[config.mk]
export PLATFORM = sky130hd
export DESIGN_NAME = next_fit_block_allocator
export DESIGN_NICKNAME = d
export VERILOG_FILES = /design/src/rtl/nfa_pkg.sv /design/src/rtl/nfa_size_mem.sv /design/src/rtl/nfa_ctrl.sv /design/src/rtl/next_fit_block_allocator.sv
export SDC_FILE = /design/constraint.sdc
export NUM_CORES = 1
export LEC_CHECK = 0
export BUFFER_PORTS_ARGS = -buffer_cell sky130_fd_sc_hd__buf_4
export CAP_MARGIN = 20
export CORE_MARGIN = 3
export CORE_UTILIZATION = 60
export CTS_BUF_LIST = sky130_fd_sc_hd__clkbuf_4 sky130_fd_sc_hd__clkbuf_8 sky130_fd_sc_hd__clkbuf_16
export CTS_CLUSTER_DIAMETER = 40
export CTS_CLUSTER_SIZE = 28
export DETAILED_ROUTE_END_ITERATION = 10
export MAX_ROUTING_LAYER = met4
export PLACE_DENSITY_LB_ADDON = 0.1
export SYNTH_ARGS = -nofsm -noshare
export SYNTH_HDL_FRONTEND = slang
export SYNTH_SLANG_ARGS = --single-unit
export TNS_END_PERCENT = 100
[constraint.sdc]
create_clock -name clk -period 9.85 [get_ports clk]
set_clock_uncertainty 0.1 [all_clocks]
set_input_delay 1.4775 -clock clk [delete_from_list [all_inputs] [get_ports clk]]
set_output_delay 1.4775 -clock clk [all_outputs]
set_load 0.05 [all_outputs]
[src/rtl/nfa_pkg.sv]
// ---------------------------------------------------------------------------
// nfa_pkg: shared definitions for the next-fit block allocator
// Default sizes, field widths, item and result codes, the result record and
// the control state type.
// ---------------------------------------------------------------------------
package nfa_pkg;

  // Default table depth and stored size width.
  localparam int MAX_BLOCKS_DEF = 16;
  localparam int SIZE_BITS_DEF  = 16;

  // Fixed widths of the channel fields.
  localparam int IDX_W   = 4;
  localparam int SIZE_W  = 16;
  localparam int COUNT_W = 5;
  localparam int STAT_W  = 2;

  // Reset value of the block count register.
  localparam logic [COUNT_W-1:0] COUNT_RST = 5'd16;

  // Item kinds carried on the input tuser line.
  localparam logic FUNC_LOAD  = 1'b0;
  localparam logic FUNC_ALLOC = 1'b1;

  // Result status codes.
  typedef enum logic [STAT_W-1:0] {
    STAT_LOADED = 2'd0,
    STAT_ALLOC  = 2'd1,
    STAT_NOFIT  = 2'd2
  } stat_t;

  // One result word as handed from the controller to the output register.
  typedef struct packed {
    stat_t              status;
    logic [IDX_W-1:0]   granted_block;
    logic [SIZE_W-1:0]  leftover;
  } res_t;

  // Controller states.
  typedef enum logic [1:0] {
    ST_IDLE,
    ST_SCAN,
    ST_RESULT
  } nfa_state_t;

endpackage

[src/rtl/nfa_size_mem.sv]
// ---------------------------------------------------------------------------
// nfa_size_mem: block size table
// Single-port-write, single-port-read synchronous memory with the read data
// registered. Entries are undefined until loaded.
// ---------------------------------------------------------------------------
module nfa_size_mem #(
  parameter int DEPTH = 16,
  parameter int WIDTH = 16,
  parameter int AW    = 4
) (
  input  logic             clk,
  input  logic             wr_en,
  input  logic [AW-1:0]    wr_addr,
  input  logic [WIDTH-1:0] wr_data,
  input  logic             rd_en,
  input  logic [AW-1:0]    rd_addr,
  output logic [WIDTH-1:0] rd_data
);

  logic [WIDTH-1:0] mem [DEPTH];

  // Write port.
  always_ff @(posedge clk) begin
    if (wr_en) begin
      mem[wr_addr] <= wr_data;
    end
  end

  // Registered read port.
  always_ff @(posedge clk) begin
    if (rd_en) begin
      rd_data <= mem[rd_addr];
    end
  end

endmodule

[src/rtl/nfa_ctrl.sv]
// ---------------------------------------------------------------------------
// nfa_ctrl: allocation controller
// Takes one item at a time. Loads write the size table directly; requests
// walk the table one entry a cycle from the search pointer with wrap-around,
// checking each returned size against the request and the used marks.
// ---------------------------------------------------------------------------
module nfa_ctrl import nfa_pkg::*; #(
  parameter int MAX_BLOCKS = MAX_BLOCKS_DEF,
  parameter int SIZE_BITS  = SIZE_BITS_DEF,
  parameter int AW         = 4
) (
  input  logic                 clk,
  input  logic                 rst_n,
  // Item side
  input  logic                 item_valid,
  output logic                 item_ready,
  input  logic                 func,
  input  logic [IDX_W-1:0]     idx,
  input  logic [SIZE_W-1:0]    size,
  input  logic [COUNT_W-1:0]   block_count,
  // Size table
  output logic                 wr_en,
  output logic [AW-1:0]        wr_addr,
  output logic [SIZE_BITS-1:0] wr_data,
  output logic                 rd_en,
  output logic [AW-1:0]        rd_addr,
  input  logic [SIZE_BITS-1:0] rd_data,
  // Result side
  output logic                 res_valid,
  input  logic                 res_ready,
  output res_t                 res
);

  localparam int CW = $clog2(MAX_BLOCKS + 1);

  nfa_state_t           state_r, state_nxt;
  logic [MAX_BLOCKS-1:0] used_r, used_nxt;
  logic [AW-1:0]        ptr_r, ptr_nxt;
  logic [SIZE_BITS-1:0] req_r, req_nxt;
  logic [CW-1:0]        cnt_r, cnt_nxt;
  logic [AW-1:0]        addr_r, addr_nxt;
  logic [CW-1:0]        left_r, left_nxt;
  logic                 chk_valid_r, chk_valid_nxt;
  logic [AW-1:0]        chk_addr_r, chk_addr_nxt;
  logic                 chk_last_r, chk_last_nxt;
  res_t                 res_r, res_nxt;

  logic                 accept;
  logic [CW-1:0]        cnt_in;
  logic                 idx_in_table;
  logic                 hit;

  // Active block count, saturated to the table depth.
  always_comb begin
    if (32'(block_count) > MAX_BLOCKS) begin
      cnt_in = CW'(MAX_BLOCKS);
    end else begin
      cnt_in = CW'(block_count);
    end
  end

  assign accept       = item_valid && item_ready;
  assign idx_in_table = 32'(idx) < MAX_BLOCKS;

  // A checked entry fits when it is free and large enough.
  assign hit = chk_valid_r && !used_r[chk_addr_r] && (rd_data >= req_r);

  // Next state.
  always_comb begin
    state_nxt = state_r;
    case (state_r)
      ST_IDLE: begin
        if (item_valid) begin
          if (func == FUNC_LOAD || cnt_in == '0) begin
            state_nxt = ST_RESULT;
          end else begin
            state_nxt = ST_SCAN;
          end
        end
      end
      ST_SCAN: begin
        if (hit || (chk_valid_r && chk_last_r)) begin
          state_nxt = ST_RESULT;
        end
      end
      ST_RESULT: begin
        if (res_ready) begin
          state_nxt = ST_IDLE;
        end
      end
      default: state_nxt = ST_IDLE;
    endcase
  end

  // State-decoded outputs.
  always_comb begin
    item_ready = 1'b0;
    rd_en      = 1'b0;
    res_valid  = 1'b0;
    case (state_r)
      ST_IDLE:   item_ready = 1'b1;
      ST_SCAN:   rd_en      = (left_r != '0);
      ST_RESULT: res_valid  = 1'b1;
      default:   item_ready = 1'b0;
    endcase
  end

  // Table write for loads and read address for the scan.
  assign wr_en   = accept && (func == FUNC_LOAD) && idx_in_table;
  assign wr_addr = AW'(idx);
  assign wr_data = SIZE_BITS'(size);
  assign rd_addr = addr_r;
  assign res     = res_r;

  // Datapath and bookkeeping.
  always_comb begin
    used_nxt      = used_r;
    ptr_nxt       = ptr_r;
    req_nxt       = req_r;
    cnt_nxt       = cnt_r;
    addr_nxt      = addr_r;
    left_nxt      = left_r;
    chk_valid_nxt = rd_en && !hit;
    chk_addr_nxt  = addr_r;
    chk_last_nxt  = (left_r == CW'(1));
    res_nxt       = res_r;

    if (accept) begin
      res_nxt.status        = STAT_LOADED;
      res_nxt.granted_block = '0;
      res_nxt.leftover      = '0;
      if (func == FUNC_LOAD) begin
        if (idx_in_table) begin
          used_nxt[AW'(idx)] = 1'b0;
        end
        ptr_nxt = '0;
      end else begin
        // Start at the pointer if it lies inside the active range.
        req_nxt  = SIZE_BITS'(size);
        cnt_nxt  = cnt_in;
        left_nxt = cnt_in;
        if (32'(ptr_r) < 32'(cnt_in)) begin
          addr_nxt = ptr_r;
        end else begin
          addr_nxt = '0;
        end
        if (cnt_in == '0) begin
          res_nxt.status = STAT_NOFIT;
        end
      end
    end

    // Issue the next read, wrapping at the active count.
    if (rd_en) begin
      left_nxt = left_r - CW'(1);
      if (CW'(addr_r) + CW'(1) == cnt_r) begin
        addr_nxt = '0;
      end else begin
        addr_nxt = addr_r + AW'(1);
      end
    end

    // Resolve the scan.
    if (hit) begin
      used_nxt[chk_addr_r]  = 1'b1;
      ptr_nxt               = chk_addr_r;
      res_nxt.status        = STAT_ALLOC;
      res_nxt.granted_block = IDX_W'(chk_addr_r);
      res_nxt.leftover      = SIZE_W'(rd_data - req_r);
      left_nxt              = '0;
    end else if (chk_valid_r && chk_last_r) begin
      res_nxt.status        = STAT_NOFIT;
      res_nxt.granted_block = '0;
      res_nxt.leftover      = '0;
    end
  end

  // Control registers.
  always_ff @(posedge clk) begin
    if (!rst_n) begin
      state_r     <= ST_IDLE;
      used_r      <= '0;
      ptr_r       <= '0;
      left_r      <= '0;
      chk_valid_r <= 1'b0;
    end else begin
      state_r     <= state_nxt;
      used_r      <= used_nxt;
      ptr_r       <= ptr_nxt;
      left_r      <= left_nxt;
      chk_valid_r <= chk_valid_nxt;
    end
  end

  // Payload registers.
  always_ff @(posedge clk) begin
    req_r      <= req_nxt;
    cnt_r      <= cnt_nxt;
    addr_r     <= addr_nxt;
    chk_addr_r <= chk_addr_nxt;
    chk_last_r <= chk_last_nxt;
    res_r      <= res_nxt;
  end

`ifndef SYNTHESIS
  // A returned table word is only checked while a scan is running.
  assert property (@(posedge clk) disable iff (!rst_n)
    chk_valid_r |-> state_r == ST_SCAN)
    else $error("nfa_ctrl: check stage active outside a scan");

  // A load always returns the search pointer to the first entry.
  assert property (@(posedge clk) disable iff (!rst_n)
    (accept && func == FUNC_LOAD) |=> ptr_r == '0)
    else $error("nfa_ctrl: pointer not cleared by a load");

  // A granted block is marked used and becomes the new pointer.
  assert property (@(posedge clk) disable iff (!rst_n)
    hit |=> (used_r[ptr_r] && state_r == ST_RESULT && res_r.status == STAT_ALLOC))
    else $error("nfa_ctrl: grant not recorded");

  // With no active block a request is refused at once.
  assert property (@(posedge clk) disable iff (!rst_n)
    (accept && func == FUNC_ALLOC && cnt_in == '0)
      |=> (state_r == ST_RESULT && res_r.status == STAT_NOFIT))
    else $error("nfa_ctrl: empty table request not refused");
`endif

endmodule

[src/rtl/next_fit_block_allocator.sv]
// ---------------------------------------------------------------------------
// next_fit_block_allocator: next-fit allocator over a table of memory blocks
// Configuration register, size table, controller and output register.
//   The in_ channel carries one word per item; in_tuser selects a load or an
//   allocation request. A load writes one block size, frees the block and
//   returns the search pointer to entry 0. A request takes the first free
//   block large enough, searching from the pointer with wrap-around. Each
//   item yields one word on the out_ channel. The cfg_ channel writes the
//   active block count and is always ready; it is to be written only while
//   idle, by the user, as the block does not enforce this. One item is
//   worked on at a time; a request scans one table entry per cycle through
//   the registered read port, over at most N entries, N being the active
//   block count. A new item is taken only after the last result has moved
//   on to the output register. The output register holds a finished word,
//   so one more item is taken while the receiver stalls; its result waits
//   in the controller, which then stops accepting until the output register
//   is freed.
//   Reset (synchronous, active low) frees all blocks, clears the pointer and
//   sets the block count to 16; block sizes stay undefined until loaded.
// ---------------------------------------------------------------------------
module next_fit_block_allocator import nfa_pkg::*; #(
  parameter int MAX_BLOCKS = MAX_BLOCKS_DEF,
  parameter int SIZE_BITS  = SIZE_BITS_DEF
) (
  input  logic                clk,
  input  logic                rst_n,
  // Input item channel
  input  logic                in_tvalid,
  output logic                in_tready,
  input  logic [23:0]         in_tdata,   // block_index[3:0], size[19:4], zero [23:20]
  input  logic                in_tuser,   // func[0]
  // Result channel
  output logic                out_tvalid,
  input  logic                out_tready,
  output logic [23:0]         out_tdata,  // granted_block[3:0], leftover[19:4], zero [23:20]
  output logic [STAT_W-1:0]   out_tuser,  // status[1:0]
  // Configuration channel
  input  logic                cfg_valid,
  output logic                cfg_ready,
  input  logic [COUNT_W-1:0]  cfg_data    // block_count[4:0]
);

  localparam int AW = (MAX_BLOCKS > 1) ? $clog2(MAX_BLOCKS) : 1;

  logic [COUNT_W-1:0]   block_count_r;
  logic                 wr_en;
  logic [AW-1:0]        wr_addr;
  logic [SIZE_BITS-1:0] wr_data;
  logic                 rd_en;
  logic [AW-1:0]        rd_addr;
  logic [SIZE_BITS-1:0] rd_data;
  logic                 res_valid;
  logic                 res_ready;
  res_t                 res;
  logic                 out_valid_r;
  res_t                 out_res_r;

  // Block count register.
  assign cfg_ready = 1'b1;

  always_ff @(posedge clk) begin
    if (!rst_n) begin
      block_count_r <= COUNT_RST;
    end else if (cfg_valid && cfg_ready) begin
      block_count_r <= cfg_data;
    end
  end

  // Size table.
  nfa_size_mem #(
    .DEPTH (MAX_BLOCKS),
    .WIDTH (SIZE_BITS),
    .AW    (AW)
  ) u_mem (
    .clk     (clk),
    .wr_en   (wr_en),
    .wr_addr (wr_addr),
    .wr_data (wr_data),
    .rd_en   (rd_en),
    .rd_addr (rd_addr),
    .rd_data (rd_data)
  );

  // Controller.
  nfa_ctrl #(
    .MAX_BLOCKS (MAX_BLOCKS),
    .SIZE_BITS  (SIZE_BITS),
    .AW         (AW)
  ) u_ctrl (
    .clk         (clk),
    .rst_n       (rst_n),
    .item_valid  (in_tvalid),
    .item_ready  (in_tready),
    .func        (in_tuser),
    .idx         (in_tdata[3:0]),
    .size        (in_tdata[19:4]),
    .block_count (block_count_r),
    .wr_en       (wr_en),
    .wr_addr     (wr_addr),
    .wr_data     (wr_data),
    .rd_en       (rd_en),
    .rd_addr     (rd_addr),
    .rd_data     (rd_data),
    .res_valid   (res_valid),
    .res_ready   (res_ready),
    .res         (res)
  );

  // Output register, refilled in the cycle it is taken.
  assign res_ready = !out_valid_r || out_tready;

  always_ff @(posedge clk) begin
    if (!rst_n) begin
      out_valid_r <= 1'b0;
    end else if (res_ready) begin
      out_valid_r <= res_valid;
    end
  end

  always_ff @(posedge clk) begin
    if (res_ready && res_valid) begin
      out_res_r <= res;
    end
  end

  assign out_tvalid = out_valid_r;
  assign out_tuser  = out_res_r.status;
  assign out_tdata  = {4'b0000, out_res_r.leftover, out_res_r.granted_block};

endmodule

* Word level (Yosys, flattened, before mapping)
Memory sizes are Yosys's and may differ from the RTL's. A register that Yosys moved wholly into a read port is not among the register bits.
Cells that the tools add are included.
** Word-level totals
- Flip-flop bits (word level) :: 108
- RAM bits :: 256
- Output and inout bits :: 29
- Logic and storage cells :: 107
- Memories :: 1
** Operators by class
- Add/sub/neg operators :: 4
- Order comparisons :: 7
- Eq/ne operators :: 8
- Muxes and demuxes :: 36
- Bitwise operators :: 5
- Reductions and logical operators :: 28
** Memories
- u_mem.mem :: words 16, width 16, read ports 1, clocked after Yosys merged registers in 1, wr ports 1, line nfa_size_mem.sv:20 : logic [WIDTH-1:0] mem [DEPTH];
** Operator list (number)
- $mux W16 :: 3
- $mux W22 :: 2
- $mux W4 :: 8
- $mux W20 :: 1
- $mux W5 :: 4
- $and A16 B16 Y16 :: 1
- $ge A16 B16 Y1 :: 1
- $not A16 Y16 :: 1
- $or A16 B16 Y16 :: 1
- $sub A16 B16 Y16 :: 1
- $mux W2 :: 6
- $lt A4 B5 Y1 const B :: 2
- $logic_and A1 B1 Y1 :: 9
- $demux W1 S4 :: 2
- $ge A4 B1 Y1 const B :: 2
- $mux W1 :: 8
- $reduce_bool A2 Y1 :: 4
- $pmux W2 S3 :: 1
- $reduce_and A2 Y1 :: 3
- $add A4 B1 Y5 const B :: 1
- $eq A5 B1 Y1 const B :: 1
- $eq A5 B5 Y1 :: 1
- $gt A5 B5 Y1 const B :: 1
- $logic_not A5 Y1 :: 1
- other kinds (16) :: 23

* Longest topological paths before layout
- Word-level depth :: 10
- Mapped depth :: 11
- Depth with buffers taken out :: 9

* By module
Synthesis repeated with hierarchy kept, for this count alone.
** Unflattened totals
- Cells, all modules :: 889
- Area total of the unflattened synthesis :: 15344.7 sq um
** By module, submodules not included
- nfa_size_mem :: times used 1, cells each 432, area each 10202.3 sq um
- nfa_ctrl :: times used 1, cells each 407, area each 4195.3 sq um
- next_fit_block_allocator :: times used 1, cells each 50, area each 947.2 sq um

* Least setup slack after synthesis
Ideal clock, no wire load.
- Path kind :: input -> register
- Start point :: input in_tuser
- End point :: memory u_mem.mem[0][0], enable pin
- Arrival time :: 3.279 ns
- Setup slack :: 6.059 ns
- Stages on the path :: 3
- Cells stage by stage :: nand3b_1 > or3_1 > nor3_1
** Between the ends
- Cells in the longest elaborated chain, start to end :: 4
** RTL lines
- start, declared :: line next_fit_block_allocator.sv:31 : input logic in_tuser,
- $not A1 Y1 :: line nfa_ctrl.sv:109 : assign wr_en = accept && (func == FUNC_LOAD) && idx_in_table;
- $logic_and A1 B1 Y1 :: line nfa_ctrl.sv:109
- $mux W1 :: line nfa_size_mem.sv:24 : if (wr_en) begin
- $mux W1 (implied by the code) :: line nfa_size_mem.sv:25 : mem[wr_addr] <= wr_data;
- end, declared :: line nfa_size_mem.sv:20
Every way passes these cells.

* Final worst setup path
- Start point :: register u_mem.rd_data[9], read port of u_mem.mem
- End point :: register u_ctrl.res_r, in the netlist u_ctrl.res[6], enable pin
** Between the ends
- Cells in the longest elaborated chain, start to end :: 3
** RTL lines
- start, declared :: line nfa_size_mem.sv:17 : output logic [WIDTH-1:0] rd_data
- $ge A16 B16 Y1 :: line nfa_ctrl.sv:66 : assign hit = chk_valid_r && !used_r[chk_addr_r] && (rd_data >= req_r);
- $logic_and A1 B1 Y1 :: line nfa_ctrl.sv:66
- $reduce_bool A3 Y1 (no source line)
- end signal, assigned :: line nfa_ctrl.sv:202 : res_r <= res_nxt;
- end, declared :: line nfa_ctrl.sv:46 : res_t res_r, res_nxt;
Every way passes these cells.
A chain may end at the register's enable or synchronous reset.

==> impl_metrics.tcl <==
set metrics [dict create \
    cts_resized 0 \
    grt_overflow 0 \
    final_antenna_net_count 0 \
    ir_drop_mv 0.211 \
    internal_power_uw 2850 \
    ys.flop_type "edfxtp_1" \
    pwr-share-seq_pct 48.7 \
    cts_root_buffer "clkbuf_16" \
    synth_area_um2 15200 \
    setup.worst_path.end_class "flop" \
    clkSinkCount 380 \
    grt_max_degree 68 \
    antenna_found_initial 0 \
    slew_headroom_pct 30.4 \
    synth_commonest_cells "edfxtp_1 (339), mux4_2 (85), nor2_1 (57), dfxtp_1 (41), nand2_1 (41)" \
    cts_tree "done" \
    slew_violations 0 \
    maxCapViolCount 0 \
    drtIter0Drc 750 \
    required_ns 9.83 \
    ctsLongestPathBuffers 3 \
    synth_top_area_share_pct 67.2 \
    antenna_cells 0 \
    setup_viol 0 \
    grt_pass1_vias 8206 \
    synth_area_leaders "edfxtp_1 (67%), mux4_2 (13%), dfxtp_1 (5.4%), ha_1 (1.8%), nor2_1 (1.4%)" \
    p_per_area_nw_per_um2 212 \
    via_per_inst 6.25 \
    cts_max_level 2 \
    vias 8071 \
    core_um2 24600 \
    cts_buffers 42 \
    synth_top_area_cell "edfxtp_1" \
    first_pass_iters 5 \
    dieArea_um2 27200 \
    drc 0 \
    p_leak_uw 0.00601 \
    postCtsSetupBuffers 0 \
    syn_to_final_growth_pct 15.7 \
    dp_hpwl_mm 19.3 \
    fin_crit_ns 3.77 \
    avgSynthCellArea_um2 17.8 \
    holdWs_ns 0.320 \
    ys_ff_latch 380 \
    die_w_um 165 \
    grt_setup_unrepaired "false" \
    start_util_pct 61.6 \
    holdBufCountCts 0 \
    final-instance-count-excl-fill 1292 \
    synth-edff-count 339 \
    hold_viol 0 \
    syn_inst 850 \
    drive_gt1_share_pct 27.2 \
    synth.distinct_cells 52 \
    synth_async_sr_flop_share_pct 0 \
    worstSkewPairLatency_ns 0.54 \
    min_period_over_period_pct 38.3 \
    crit_arrival_ns 3.75 \
    wl_mm 32.3 \
    comb_power_share_pct 7.1 \
    die_h_um 165 \
    wire_per_inst_um 25.0 \
    setup.worst_path.class "reg2reg" \
    seq_area_frac_synth_pct 72.6 \
    ys.warnings.count 0 \
    crit_path_max_fanout 45 \
    dp.cells 1213 \
    tightest_slew_ns 1.04 \
    swShare_pct 23.5 \
    p_sw_uw 876 \
    fin_nets 992 \
    setup_slack_ns 6.08 \
    clkPwrFrac_pct 44.2 \
    worst_setup_path_start_kind "flop" \
    grt_pass1_wl_mm 49.0 \
    grt_usage_pct 25.5 \
    holdCritPathClass "reg2reg" \
    max_freq_mhz 265 \
    yosysMostFrequentCell "edfxtp_1" \
    io_buffers 54 \
    finalWeightedCongestion 0.890 \
    outcome "finished, final reports clean" \
    boundaryPins 64 \
    setup_tns_ns 0 \
    dp_slack_ns 5.91 \
    rows 57 \
    path_clk_slew_ns 0.07 \
]
worst paths after layout:
path,startpoint,cells after the start,endpoint,slack (ns)
max,u_mem.rd_data[9],6,u_ctrl.res[6],6.08
min,u_ctrl.res[14],0,out_tdata[18],0.32
max reg2reg,u_mem.rd_data[9],6,u_ctrl.res[6],6.08
min reg2reg,u_ctrl.res[14],0,out_tdata[18],0.32
layer usage:
layer | GRT usage [%] | part of all wire (%)
met1 | 34.6 | 40
met3 | 4.64 | 7.2
met2 | 40.1 | 50
met5 | - | 0
met4 | 7.85 | 2.7
cell usage in the layout (no fill, tap or decap), types with 7 or more instances in the layout:
cell type	instances
a21oi_1	19
buf_4	76
clkbuf_16	45
dfxtp_1	41
edfxtp_1	339
ha_1	22
inv_1	35
inv_6	12
mux4_2	85
nand2_1	41
nand2b_1	12
nand3_1	16
nand4_1	11
nor2_1	45
nor2_2	14
nor3_1	8
o21a_1	8
o21ai_0	11
o22ai_1	16
xnor2_1	8
xor2_1	7
registers in the layout, indices dropped and copies added (netlist names):
signal,cells
u_ctrl.chk_valid_r,1
u_ctrl.chk_addr_r,4
u_ctrl.left_r,5
out_tuser,2
u_mem.rd_data,16
u_ctrl.rd_addr,4
out_tvalid,1
u_ctrl.chk_last_r,1
u_ctrl.req_r,16
u_ctrl.cnt_r,5
u_ctrl.res,22
u_ctrl.state_r,2
out_tdata,20
u_mem.mem,256
u_ctrl.used_r,16
u_ctrl.ptr_r,4
block_count_r,5
metrics by stage:
stage               total power [µW]  instance area (µm²)  utilization, %
floorplan                       2030                15200               -
detailed placement              2120                16000            65.1
finish                          3730                17500            71.3
global route                    3850                17500            71.3
CTS                             3750                17500            71.2
global placement                2100                16000            65.0
power by group through the flow:
stage	Sequential, µW	Combinational (µW)	Clock (µW)
global placement	1850	257	0
CTS	1820	267	1670
detailed placement	1850	265	0
global route	1820	287	1750
finish	1820	266	1650
floorplan	1870	157	0
logic make-up after synthesis:
family / Yosys count / synth area share (%)
AND/OR/NAND/NOR: 177 / 5.61
XOR/XNOR: 15 / 0.867
multiplexers: 90 / 13.0
buffers and inverters: 76 / 2.17
other: 2 / 0.0496
flip-flops: 380 / 72.6
adder cells (fa/ha/maj): 23 / 1.95
AO/OA/AOI/OAI: 87 / 3.81
final cells by class:
| cell class | instances | area (µm²) |
|---|---|---|
| Clock buffer | 45 | 1130 |
| Clock inverter | 33 | 388 |
| Fill cell | 1496 | 7060 |
| Inverter | 35 | 131 |
| Multi-Input combinational cell | 397 | 3890 |
| Sequential cell | 380 | 11000 |
| Tap cell | 324 | 405 |
| Timing Repair Buffer | 78 | 596 |
worst max-delay path, stage by stage (launching register included):
cell,delay [ns]
edfxtp_1,0.39
ha_1,0.39
a21oi_1,0.30
o21ai_0,0.25
a221oi_1,0.34
a311o_2,0.79
nand2_1,0.72
No activity file was read; power rests on OpenSTA's default activity.
